`config.mk`:
```
export PLATFORM = sky130hd
export DESIGN_NAME = delta_timer_queue
export DESIGN_NICKNAME = d
export VERILOG_FILES = /design/src/rtl/dtq_pkg.sv /design/src/rtl/delta_timer_queue.sv /design/src/rtl/dtq_free_pick.sv
export SDC_FILE = /design/constraint.sdc
export NUM_CORES = 2
export LEC_CHECK = 0
export ABC_AREA = 1
export BUFFER_PORTS_ARGS = -buffer_cell sky130_fd_sc_hd__buf_2
export CAP_MARGIN = 20
export CORE_MARGIN = 2
export CORE_UTILIZATION = 55
export DETAILED_ROUTE_END_ITERATION = 12
export GPL_ROUTABILITY_DRIVEN = 0
export PLACE_DENSITY = 0.72
export SETUP_SLACK_MARGIN = 0.1
export SLEW_MARGIN = 15
export SYNTH_ARGS = -nofsm -noshare
export SYNTH_HDL_FRONTEND = slang
export SYNTH_SLANG_ARGS = --single-unit
```
`constraint.sdc`:
```
create_clock -name clk -period 9.3 [get_ports clk]
set_input_delay 0.93 -clock clk [delete_from_list [all_inputs] [get_ports clk]]
set_output_delay 0.93 -clock clk [all_outputs]
set_load 0.02 [all_outputs]
```
`src/rtl/dtq_pkg.sv`:
```
// dtq_pkg: shared types and sizes for the delta-list timer queue.
// Used by dtq_free_pick and delta_timer_queue; depends on nothing.
package dtq_pkg;

    localparam int QUEUE_DEPTH = 16;
    localparam int SLOT_BITS   = $clog2(QUEUE_DEPTH);
    localparam int CNT_BITS    = $clog2(QUEUE_DEPTH + 1);
    localparam int TAG_BITS    = 8;
    localparam int DELAY_BITS  = 40;
    localparam int TIME_BITS   = 48;

    localparam logic OP_SCHEDULE = 1'b0;
    localparam logic OP_EXPIRE   = 1'b1;

    typedef struct packed {
        logic                  op;
        logic [TIME_BITS-1:0]  now_us;
        logic [DELAY_BITS-1:0] delay_us;
        logic [TAG_BITS-1:0]   task_tag;
    } req_item_t;

    typedef struct packed {
        logic                  fired;
        logic [TAG_BITS-1:0]   fired_tag;
        logic                  accepted;
        logic [DELAY_BITS-1:0] head_delay_us;
        logic                  queue_empty;
        logic                  last;
    } rsp_item_t;

endpackage

```
`src/rtl/delta_timer_queue.sv`:
```
// delta_timer_queue: top level of the delta-list timer queue.
// Depends on dtq_pkg and dtq_free_pick.
//
// Usage:
//   req channel (req_valid / req_stall / req) carries one item: op, the current
//   time now_us, and for a schedule the delay and the task tag. req_stall is
//   high whenever the block is busy with an item; one item is worked at a time.
//   rsp channel (rsp_valid / rsp_stall / rsp) returns results. A schedule gives
//   one result (accepted 0 when the queue is full). An expire gives one result
//   per fired task, or a single result with fired 0 when nothing is due. The
//   final result of each item carries last.
//   Storage: the list lives in three 16-entry memories with a registered read,
//   so every visited entry passes a wait state before it is used.
//   Synchronizing walks the head entries the elapsed time covers, a schedule
//   walks to its insert point, and an expire reads the head once per fired task.
//   Results sit in an output register; a new item is taken while a result waits
//   there. With that register full and stalled, it holds before its next result.
//   Reset empties the queue and zeroes the last-sync time; the memories are not
//   cleared, since only entries on the live list are ever read.
module delta_timer_queue (
    input  logic               clk,
    input  logic               rst_n,
    input  logic               req_valid,
    output logic               req_stall,
    input  dtq_pkg::req_item_t req,
    output logic               rsp_valid,
    input  logic               rsp_stall,
    output dtq_pkg::rsp_item_t rsp
);
    import dtq_pkg::*;

    localparam logic [3:0] ST_IDLE   = 4'd0;
    localparam logic [3:0] ST_SYNC   = 4'd1;
    localparam logic [3:0] ST_S_WAIT = 4'd2;
    localparam logic [3:0] ST_S_EV   = 4'd3;
    localparam logic [3:0] ST_INS    = 4'd4;
    localparam logic [3:0] ST_I_WAIT = 4'd5;
    localparam logic [3:0] ST_I_EV   = 4'd6;
    localparam logic [3:0] ST_I_WR   = 4'd7;
    localparam logic [3:0] ST_I_LINK = 4'd8;
    localparam logic [3:0] ST_RES    = 4'd9;
    localparam logic [3:0] ST_R_WAIT = 4'd10;
    localparam logic [3:0] ST_R_EV   = 4'd11;
    localparam logic [3:0] ST_X_WAIT = 4'd12;
    localparam logic [3:0] ST_X_CHK  = 4'd13;

    // list storage
    logic [DELAY_BITS-1:0] delta_mem [QUEUE_DEPTH];
    logic [TAG_BITS-1:0]   tag_mem   [QUEUE_DEPTH];
    logic [SLOT_BITS-1:0]  link_mem  [QUEUE_DEPTH];

    logic [DELAY_BITS-1:0] rd_delta;
    logic [TAG_BITS-1:0]   rd_tag;
    logic [SLOT_BITS-1:0]  rd_link;

    logic                  delta_we, tag_we, link_we;
    logic [SLOT_BITS-1:0]  delta_wa, tag_wa, link_wa;
    logic [DELAY_BITS-1:0] delta_wd;
    logic [TAG_BITS-1:0]   tag_wd;
    logic [SLOT_BITS-1:0]  link_wd;

    // control state
    logic [3:0]             state_reg, state_next;
    logic [SLOT_BITS-1:0]   head_reg, head_next;
    logic [QUEUE_DEPTH-1:0] free_reg, free_next;
    logic [CNT_BITS-1:0]    count_reg, count_next;
    logic [TIME_BITS-1:0]   sync_reg, sync_next;
    logic [SLOT_BITS-1:0]   cur_reg, cur_next;
    logic [SLOT_BITS-1:0]   prev_reg, prev_next;
    logic                   has_prev_reg, has_prev_next;
    logic [CNT_BITS-1:0]    left_reg, left_next;
    logic [TIME_BITS-1:0]   elapsed_reg, elapsed_next;
    logic                   first_reg, first_next;
    logic                   pend_reg, pend_next;
    logic [TAG_BITS-1:0]    pend_tag_reg, pend_tag_next;
    logic                   acc_reg, acc_next;
    logic                   rsp_valid_reg, rsp_valid_next;
    rsp_item_t              rsp_reg, rsp_next;
    req_item_t              item_reg, item_next;

    logic [SLOT_BITS-1:0]  free_slot;
    logic                  slot_open;
    logic                  can_pop;
    logic [DELAY_BITS-1:0] head_view;
    logic [TIME_BITS-1:0]  rd_delta_w;

    dtq_free_pick u_pick (
        .free_map (free_reg),
        .slot     (free_slot)
    );

    assign slot_open  = !rsp_valid_reg || !rsp_stall;
    assign head_view  = (count_reg != '0) ? rd_delta : '1;
    assign can_pop    = (count_reg != '0) && (rd_delta == '0);
    assign rd_delta_w = TIME_BITS'(rd_delta);

    assign req_stall = (state_reg != ST_IDLE);
    assign rsp_valid = rsp_valid_reg;
    assign rsp       = rsp_reg;

    always_ff @(posedge clk)
    begin
        rd_delta <= delta_mem[cur_reg];
        rd_tag   <= tag_mem[cur_reg];
        rd_link  <= link_mem[cur_reg];
        if (delta_we)
        begin
            delta_mem[delta_wa] <= delta_wd;
        end
        if (tag_we)
        begin
            tag_mem[tag_wa] <= tag_wd;
        end
        if (link_we)
        begin
            link_mem[link_wa] <= link_wd;
        end
    end

    always_comb
    begin
        state_next     = state_reg;
        head_next      = head_reg;
        free_next      = free_reg;
        count_next     = count_reg;
        sync_next      = sync_reg;
        cur_next       = cur_reg;
        prev_next      = prev_reg;
        has_prev_next  = has_prev_reg;
        left_next      = left_reg;
        elapsed_next   = elapsed_reg;
        first_next     = first_reg;
        pend_next      = pend_reg;
        pend_tag_next  = pend_tag_reg;
        acc_next       = acc_reg;
        item_next      = item_reg;
        rsp_next       = rsp_reg;
        rsp_valid_next = rsp_valid_reg && rsp_stall;
        delta_we = 1'b0;
        delta_wa = cur_reg;
        delta_wd = '0;
        tag_we   = 1'b0;
        tag_wa   = free_slot;
        tag_wd   = item_reg.task_tag;
        link_we  = 1'b0;
        link_wa  = free_slot;
        link_wd  = cur_reg;

        unique case (state_reg)
            ST_IDLE:
            begin
                if (req_valid)
                begin
                    item_next = req;
                    pend_next = 1'b0;
                    if (req.op == OP_EXPIRE)
                    begin
                        // look at the head before deciding to synchronize
                        first_next = 1'b1;
                        cur_next   = head_reg;
                        state_next = ST_X_WAIT;
                    end
                    else
                    begin
                        first_next = 1'b0;
                        state_next = ST_SYNC;
                    end
                end
            end
            ST_SYNC:
            begin
                sync_next = item_reg.now_us;
                if (item_reg.now_us < sync_reg || count_reg == '0)
                begin
                    // clock went backwards or nothing queued: re-base only
                    cur_next   = head_reg;
                    state_next = (item_reg.op == OP_EXPIRE) ? ST_X_WAIT : ST_INS;
                end
                else
                begin
                    elapsed_next = item_reg.now_us - sync_reg;
                    left_next    = count_reg;
                    cur_next     = head_reg;
                    state_next   = ST_S_WAIT;
                end
            end
            ST_S_WAIT:
            begin
                state_next = ST_S_EV;
            end
            ST_S_EV:
            begin
                delta_we = 1'b1;
                delta_wa = cur_reg;
                if (elapsed_reg >= rd_delta_w)
                begin
                    // entry fully covered: drop it to zero and advance
                    delta_wd     = '0;
                    elapsed_next = elapsed_reg - rd_delta_w;
                    left_next    = left_reg - CNT_BITS'(1);
                    if (left_reg == CNT_BITS'(1))
                    begin
                        cur_next   = head_reg;
                        state_next = (item_reg.op == OP_EXPIRE) ? ST_X_WAIT : ST_INS;
                    end
                    else
                    begin
                        cur_next   = rd_link;
                        state_next = ST_S_WAIT;
                    end
                end
                else
                begin
                    delta_wd   = rd_delta - elapsed_reg[DELAY_BITS-1:0];
                    cur_next   = head_reg;
                    state_next = (item_reg.op == OP_EXPIRE) ? ST_X_WAIT : ST_INS;
                end
            end
            ST_INS:
            begin
                if (count_reg >= CNT_BITS'(QUEUE_DEPTH))
                begin
                    acc_next   = 1'b0;
                    state_next = ST_RES;
                end
                else
                begin
                    acc_next      = 1'b1;
                    cur_next      = head_reg;
                    left_next     = '0;
                    has_prev_next = 1'b0;
                    elapsed_next  = TIME_BITS'(item_reg.delay_us);
                    state_next    = ST_I_WAIT;
                end
            end
            ST_I_WAIT:
            begin
                state_next = ST_I_EV;
            end
            ST_I_EV:
            begin
                if (left_reg < count_reg &&
                    elapsed_reg[DELAY_BITS-1:0] >= rd_delta)
                begin
                    // step past entries due no later than the new one
                    elapsed_next  = TIME_BITS'(elapsed_reg[DELAY_BITS-1:0] - rd_delta);
                    prev_next     = cur_reg;
                    has_prev_next = 1'b1;
                    cur_next      = rd_link;
                    left_next     = left_reg + CNT_BITS'(1);
                    state_next    = ST_I_WAIT;
                end
                else
                begin
                    if (left_reg < count_reg)
                    begin
                        delta_we = 1'b1;
                        delta_wa = cur_reg;
                        delta_wd = rd_delta - elapsed_reg[DELAY_BITS-1:0];
                    end
                    else
                    begin
                        cur_next = '0;
                    end
                    state_next = ST_I_WR;
                end
            end
            ST_I_WR:
            begin
                delta_we = 1'b1;
                delta_wa = free_slot;
                delta_wd = elapsed_reg[DELAY_BITS-1:0];
                tag_we   = 1'b1;
                link_we  = 1'b1;
                link_wa  = free_slot;
                link_wd  = cur_reg;
                free_next  = free_reg & ~(QUEUE_DEPTH'(1) << free_slot);
                count_next = count_reg + CNT_BITS'(1);
                cur_next   = free_slot;
                if (has_prev_reg)
                begin
                    state_next = ST_I_LINK;
                end
                else
                begin
                    head_next  = free_slot;
                    state_next = ST_RES;
                end
            end
            ST_I_LINK:
            begin
                // cur holds the new slot here
                link_we    = 1'b1;
                link_wa    = prev_reg;
                link_wd    = cur_reg;
                state_next = ST_RES;
            end
            ST_RES:
            begin
                cur_next   = head_reg;
                state_next = ST_R_WAIT;
            end
            ST_R_WAIT:
            begin
                state_next = ST_R_EV;
            end
            ST_R_EV:
            begin
                if (slot_open)
                begin
                    rsp_valid_next        = 1'b1;
                    rsp_next.fired        = 1'b0;
                    rsp_next.fired_tag    = '0;
                    rsp_next.accepted     = acc_reg;
                    rsp_next.head_delay_us = head_view;
                    rsp_next.queue_empty  = (count_reg == '0);
                    rsp_next.last         = 1'b1;
                    state_next            = ST_IDLE;
                end
            end
            ST_X_WAIT:
            begin
                state_next = ST_X_CHK;
            end
            ST_X_CHK:
            begin
                if (first_reg)
                begin
                    first_next = 1'b0;
                    if (count_reg == '0 || rd_delta != '0)
                    begin
                        state_next = ST_SYNC;
                    end
                end
                else if ((pend_reg || !can_pop) && !slot_open)
                begin
                    // hold until the output register frees up
                    state_next = ST_X_CHK;
                end
                else
                begin
                    if (pend_reg || !can_pop)
                    begin
                        rsp_valid_next         = 1'b1;
                        rsp_next.fired         = pend_reg;
                        rsp_next.fired_tag     = pend_reg ? pend_tag_reg : '0;
                        rsp_next.accepted      = 1'b0;
                        rsp_next.head_delay_us = head_view;
                        rsp_next.queue_empty   = (count_reg == '0);
                        rsp_next.last          = !can_pop;
                    end
                    if (can_pop)
                    begin
                        // pop the head and report it once the next head is read
                        pend_next     = 1'b1;
                        pend_tag_next = rd_tag;
                        count_next    = count_reg - CNT_BITS'(1);
                        free_next     = free_reg | (QUEUE_DEPTH'(1) << cur_reg);
                        head_next     = (count_reg == CNT_BITS'(1)) ? '0 : rd_link;
                        cur_next      = (count_reg == CNT_BITS'(1)) ? '0 : rd_link;
                        state_next    = ST_X_WAIT;
                    end
                    else
                    begin
                        state_next = ST_IDLE;
                    end
                end
            end
            default:
            begin
                state_next = ST_IDLE;
            end
        endcase
    end

    always_ff @(posedge clk or negedge rst_n)
    begin
        if (!rst_n)
        begin
            state_reg     <= ST_IDLE;
            head_reg      <= '0;
            free_reg      <= '1;
            count_reg     <= '0;
            sync_reg      <= '0;
            rsp_valid_reg <= 1'b0;
            first_reg     <= 1'b0;
            pend_reg      <= 1'b0;
        end
        else
        begin
            state_reg     <= state_next;
            head_reg      <= head_next;
            free_reg      <= free_next;
            count_reg     <= count_next;
            sync_reg      <= sync_next;
            rsp_valid_reg <= rsp_valid_next;
            first_reg     <= first_next;
            pend_reg      <= pend_next;
        end
    end

    always_ff @(posedge clk)
    begin
        cur_reg      <= cur_next;
        prev_reg     <= prev_next;
        has_prev_reg <= has_prev_next;
        left_reg     <= left_next;
        elapsed_reg  <= elapsed_next;
        pend_tag_reg <= pend_tag_next;
        acc_reg      <= acc_next;
        item_reg     <= item_next;
        rsp_reg      <= rsp_next;
    end

endmodule

```
`src/rtl/dtq_free_pick.sv`:
```
// dtq_free_pick: picks the lowest free slot out of the free map.
// Depends on dtq_pkg.
module dtq_free_pick (
    input  logic [dtq_pkg::QUEUE_DEPTH-1:0] free_map,
    output logic [dtq_pkg::SLOT_BITS-1:0]   slot
);
    import dtq_pkg::*;

    always_comb
    begin
        slot = '0;
        // scan from the top so the lowest free slot wins
        for (int s = QUEUE_DEPTH - 1; s >= 0; s--)
        begin
            if (free_map[s])
            begin
                slot = SLOT_BITS'(s);
            end
        end
    end

endmodule
```
==> results.json <==
{
  "status": "completed",
  "io_buffers": 154,
  "min_period_ns": 4.362,
  "maxCapViolCount": 0,
  "cts-resized-gates": 0,
  "drtIter0Drc": 5233,
  "yosys_warnings": 0,
  "ant_nets": 0,
  "clock_skew_ns": 0.05441,
  "ys_ff_latch": 1184,
  "power.internal_w": 0.01230,
  "die_w_um": 315.1,
  "worst-path-buf-inv": 2,
  "tightest_slew_ns": 1.136,
  "io_pins": 155,
  "grt_pass1_wl_mm": 225.9,
  "core.rowCount": 114,
  "root_buffer": "clkbuf_16",
  "cts_tree": "built",
  "cp.depth": 11,
  "p_switching_w": 0.009689,
  "rr_startpoint": "rd_delta[8]$_DFF_P_",
  "p_comb_share_pct": 45.4,
  "final_util_pct": 61.79,
  "cp-start-kind": "flip-flop",
  "p_seq_share_pct": 32.6,
  "grt_setup_unrepaired": "false",
  "hold_viol": 0,
  "fill_cells": 7470,
  "grt_pass1_vias": 36620,
  "netlist_area_um2": 53220,
  "register_area_um2": 34650,
  "avgSynthCellArea_um2": 11.28,
  "reg2regPathDepth": 11,
  "post_cts_buffers": 0,
  "insertion_delay_ns": 0.76,
  "synth_cell_types": 63,
  "hold_path_class": "input pin to async pin",
  "clk_path_buf_depth": 3,
  "endpoint_kind": "flip-flop",
  "slowest_stage": "nor2_4",
  "crit_end": "delta_mem[1][17]$_DFFE_PP_",
  "sw_frac_of_total_pct": 44.06,
  "dpl.hpwl_mm": 99.92,
  "cts.sinks": 1184,
  "grtUsageTotal_pct": 30.48,
  "crit_family": "simple AND/OR/NAND/NOR gates",
  "cts_hold_buffers": 0,
  "slew-limit-headroom_pct": 24.30,
  "syn_to_final_growth_pct": 11.79,
  "multi_input_area_um2": 16330,
  "viasPerCell": 6.241,
  "slew_violations": 0,
  "whs_ns": 0.06792,
  "finalSetupViolations": 0,
  "post-route-period-util_pct": 46.90,
  "core_region_area_um2": 96280,
  "r2r_setup_slack_ns": 4.94,
  "seq_area_frac_synth_pct": 65.11,
  "power_density_nw_per_um2": 369.6,
  "tns_ns": 0,
  "timing.rr.end": "delta_mem[1][17]$_DFFE_PP_",
  "worstPathMaxFanout": 23,
  "vias": 38910,
  "dieArea_um2": 99270,
  "clk_pin_slew_ns": 0.07,
  "power_leakage_nw": 21.76,
  "grt_overflow": 0,
  "grt_max_degree": 163,
  "nets": 5096,
  "synth_nets": 4958,
  "cp_common_cell": "nand3_1",
  "largest_reg_flops": 640,
  "ir_worst_vdd_v": 0.0003021,
  "drt-total-wl_mm": 153.7,
  "critPathKind": "flip-flop to flip-flop",
  "dr.pass1.iters": 6,
  "clkPwrFrac_pct": 22.0,
  "fp.dieH_um": 315.1,
  "drc": 0,
  "path_cells": "inv_1 -> ha_1 -> a21oi_1 -> o21a_1 -> nand3_1 -> nand3_1 -> nand4_2 -> o22ai_2 -> nand3_1 -> nor2_4 -> buf_4",
  "cp_data_arrival_time_ns": 4.73,
  "cp_slowest_stage_delay_ns": 0.70,
  "initial_core_util_pct": 55.27,
  "cts_max_level": 3,
  "synthCells": 4717,
  "drive_above_1_share_pct": 10.84,
  "max_freq_mhz": 229.3,
  "wl_per_cell_um": 24.65,
  "grt_antenna_before_repair": 8,
  "cts_made_buffers": 114,
  "cp-startpoint": "rd_delta[8]$_DFF_P_",
  "required_ns": 9.66
}
-- cell type report --
cell class	count	area share, %
timing repair buffer	218	2.172
clock inverter	76	1.640
sequential	1184	58.25
tap	1276	2.683
clock buffer	138	5.014
inverter	438	2.774
antenna	6	0.02524
multi-input combinational	2899	27.44
-- cells by family (layout without fill, tap and decap cells) --
| kind of cell | Yosys count | count (layout) | share of synthesized area, % |
|---|---|---|---|
| simple gates | 1633 | 1633 | 13.20 |
| fa+ha+maj | 140 | 140 | 3.334 |
| other cells | 0 | 6 | 0 |
| xor+xnor | 75 | 75 | 1.234 |
| flops | 1184 | 1184 | 65.11 |
| compound gates | 1051 | 1051 | 12.47 |
| buf+inv | 634 | 870 | 4.646 |
-- through the flow --
step / setup slack, ns / power [W] / area [µm²] / cells
floorplan: 2.369 / 0.01337 / 53220 / 4717
global placement: 5.195 / 0.01669 / 55360 / 6001
detailed placement: 5.067 / 0.01674 / 55380 / 6003
CTS: 5.022 / 0.02159 / 59340 / 6217
global route: 4.769 / 0.02284 / 59480 / 6229
finish: 4.939 / 0.02199 / 59490 / 6235
-- Yosys cell counts, drive strengths merged --
cell type,number,area share (%)
dfxtp,52,2.0
xnor2,20,0.33
o221ai,5,0.082
o211ai,28,0.40
nor3b,2,0.028
and2,3,0.035
nand3,342,3.2
dfrtp,64,3.0
inv,437,3.1
a22oi,323,4.6
a21oi,211,2.0
nor2,342,2.5
o21ai,292,2.8
clkinv,1,0.0070
o31ai,2,0.028
nand4,76,0.91
a32o,6,0.11
nor3,24,0.23
a211oi,6,0.085
and3,1,0.021
xor2,55,0.91
a21boi,11,0.16
clkbuf,141,0.99
o21a,9,0.13
o21bai,21,0.31
a32oi,1,0.016
fa,3,0.11
edfxtp,1052,59
dfstp,16,0.79
ha,137,3.2
nand2b,1,0.012
a31oi,72,0.85
nand3b,3,0.042
a2111o,1,0.021
or2,7,0.082
buf,55,0.56
nand2,818,5.9
a21o,21,0.30
a221o,1,0.019
o2111ai,2,0.033
o22ai,39,0.59
nor4,14,0.16
-- placed cells by master (no fill, tap or decap), types with 28 or more instances in the layout --
cell       count
edfxtp_1    1052
nand2_1      798
inv_1        416
nand3_1      339
a22oi_1      323
nor2_1       303
o21ai_0      261
a21oi_1      207
buf_2        154
ha_1         137
clkbuf_16    114
nand4_1       75
a31oi_1       72
dfrtp_1       64
xor2_1        55
buf_4         54
dfxtp_1       52
nor2_4        28
-- worst min-delay path by stage --
stage	from	endpoint	slack, ns	cells past startpoint
final	rst_n	sync_reg[43]$_DFFE_PN0P_	0.07	1
after global routing	rst_n	sync_reg[43]$_DFFE_PN0P_	0.07	1
after CTS	rst_n	sync_reg[43]$_DFFE_PN0P_	0.04	1
after detailed placement	rd_tag[1]$_DFF_P_	pend_tag_reg[1]$_DFFE_PP_	0.39	0
after global placement	rd_tag[6]$_DFF_P_	pend_tag_reg[6]$_DFFE_PP_	0.39	0
after floorplan	rd_tag[0]$_DFF_P_	pend_tag_reg[0]$_DFFE_PP_	0.39	0
-- power groups by stage --
stage	clock, W	sequential, W	combinational, W
6_report	0.00484	0.00718	0.00998
5_1_grt	0.00507	0.00724	0.0105
4_1_cts	0.00487	0.00717	0.00954
3_5_place_dp	0	0.00727	0.00947
3_3_place_gp	0	0.00724	0.00945
2_1_floorplan	0	0.00723	0.00614
-- per-layer routing --
metal / GRT usage (%) / vias up / routed length [µm]
met5: 0 / - / 37
met4: 13.80 / 6 / 7710
met3: 6.611 / 437 / 17620
met2: 45.68 / 2492 / 67730
met1: 42.89 / 18700 / 60600
li1: - / 17270 / -
Power figures use the tool's default switching activity.
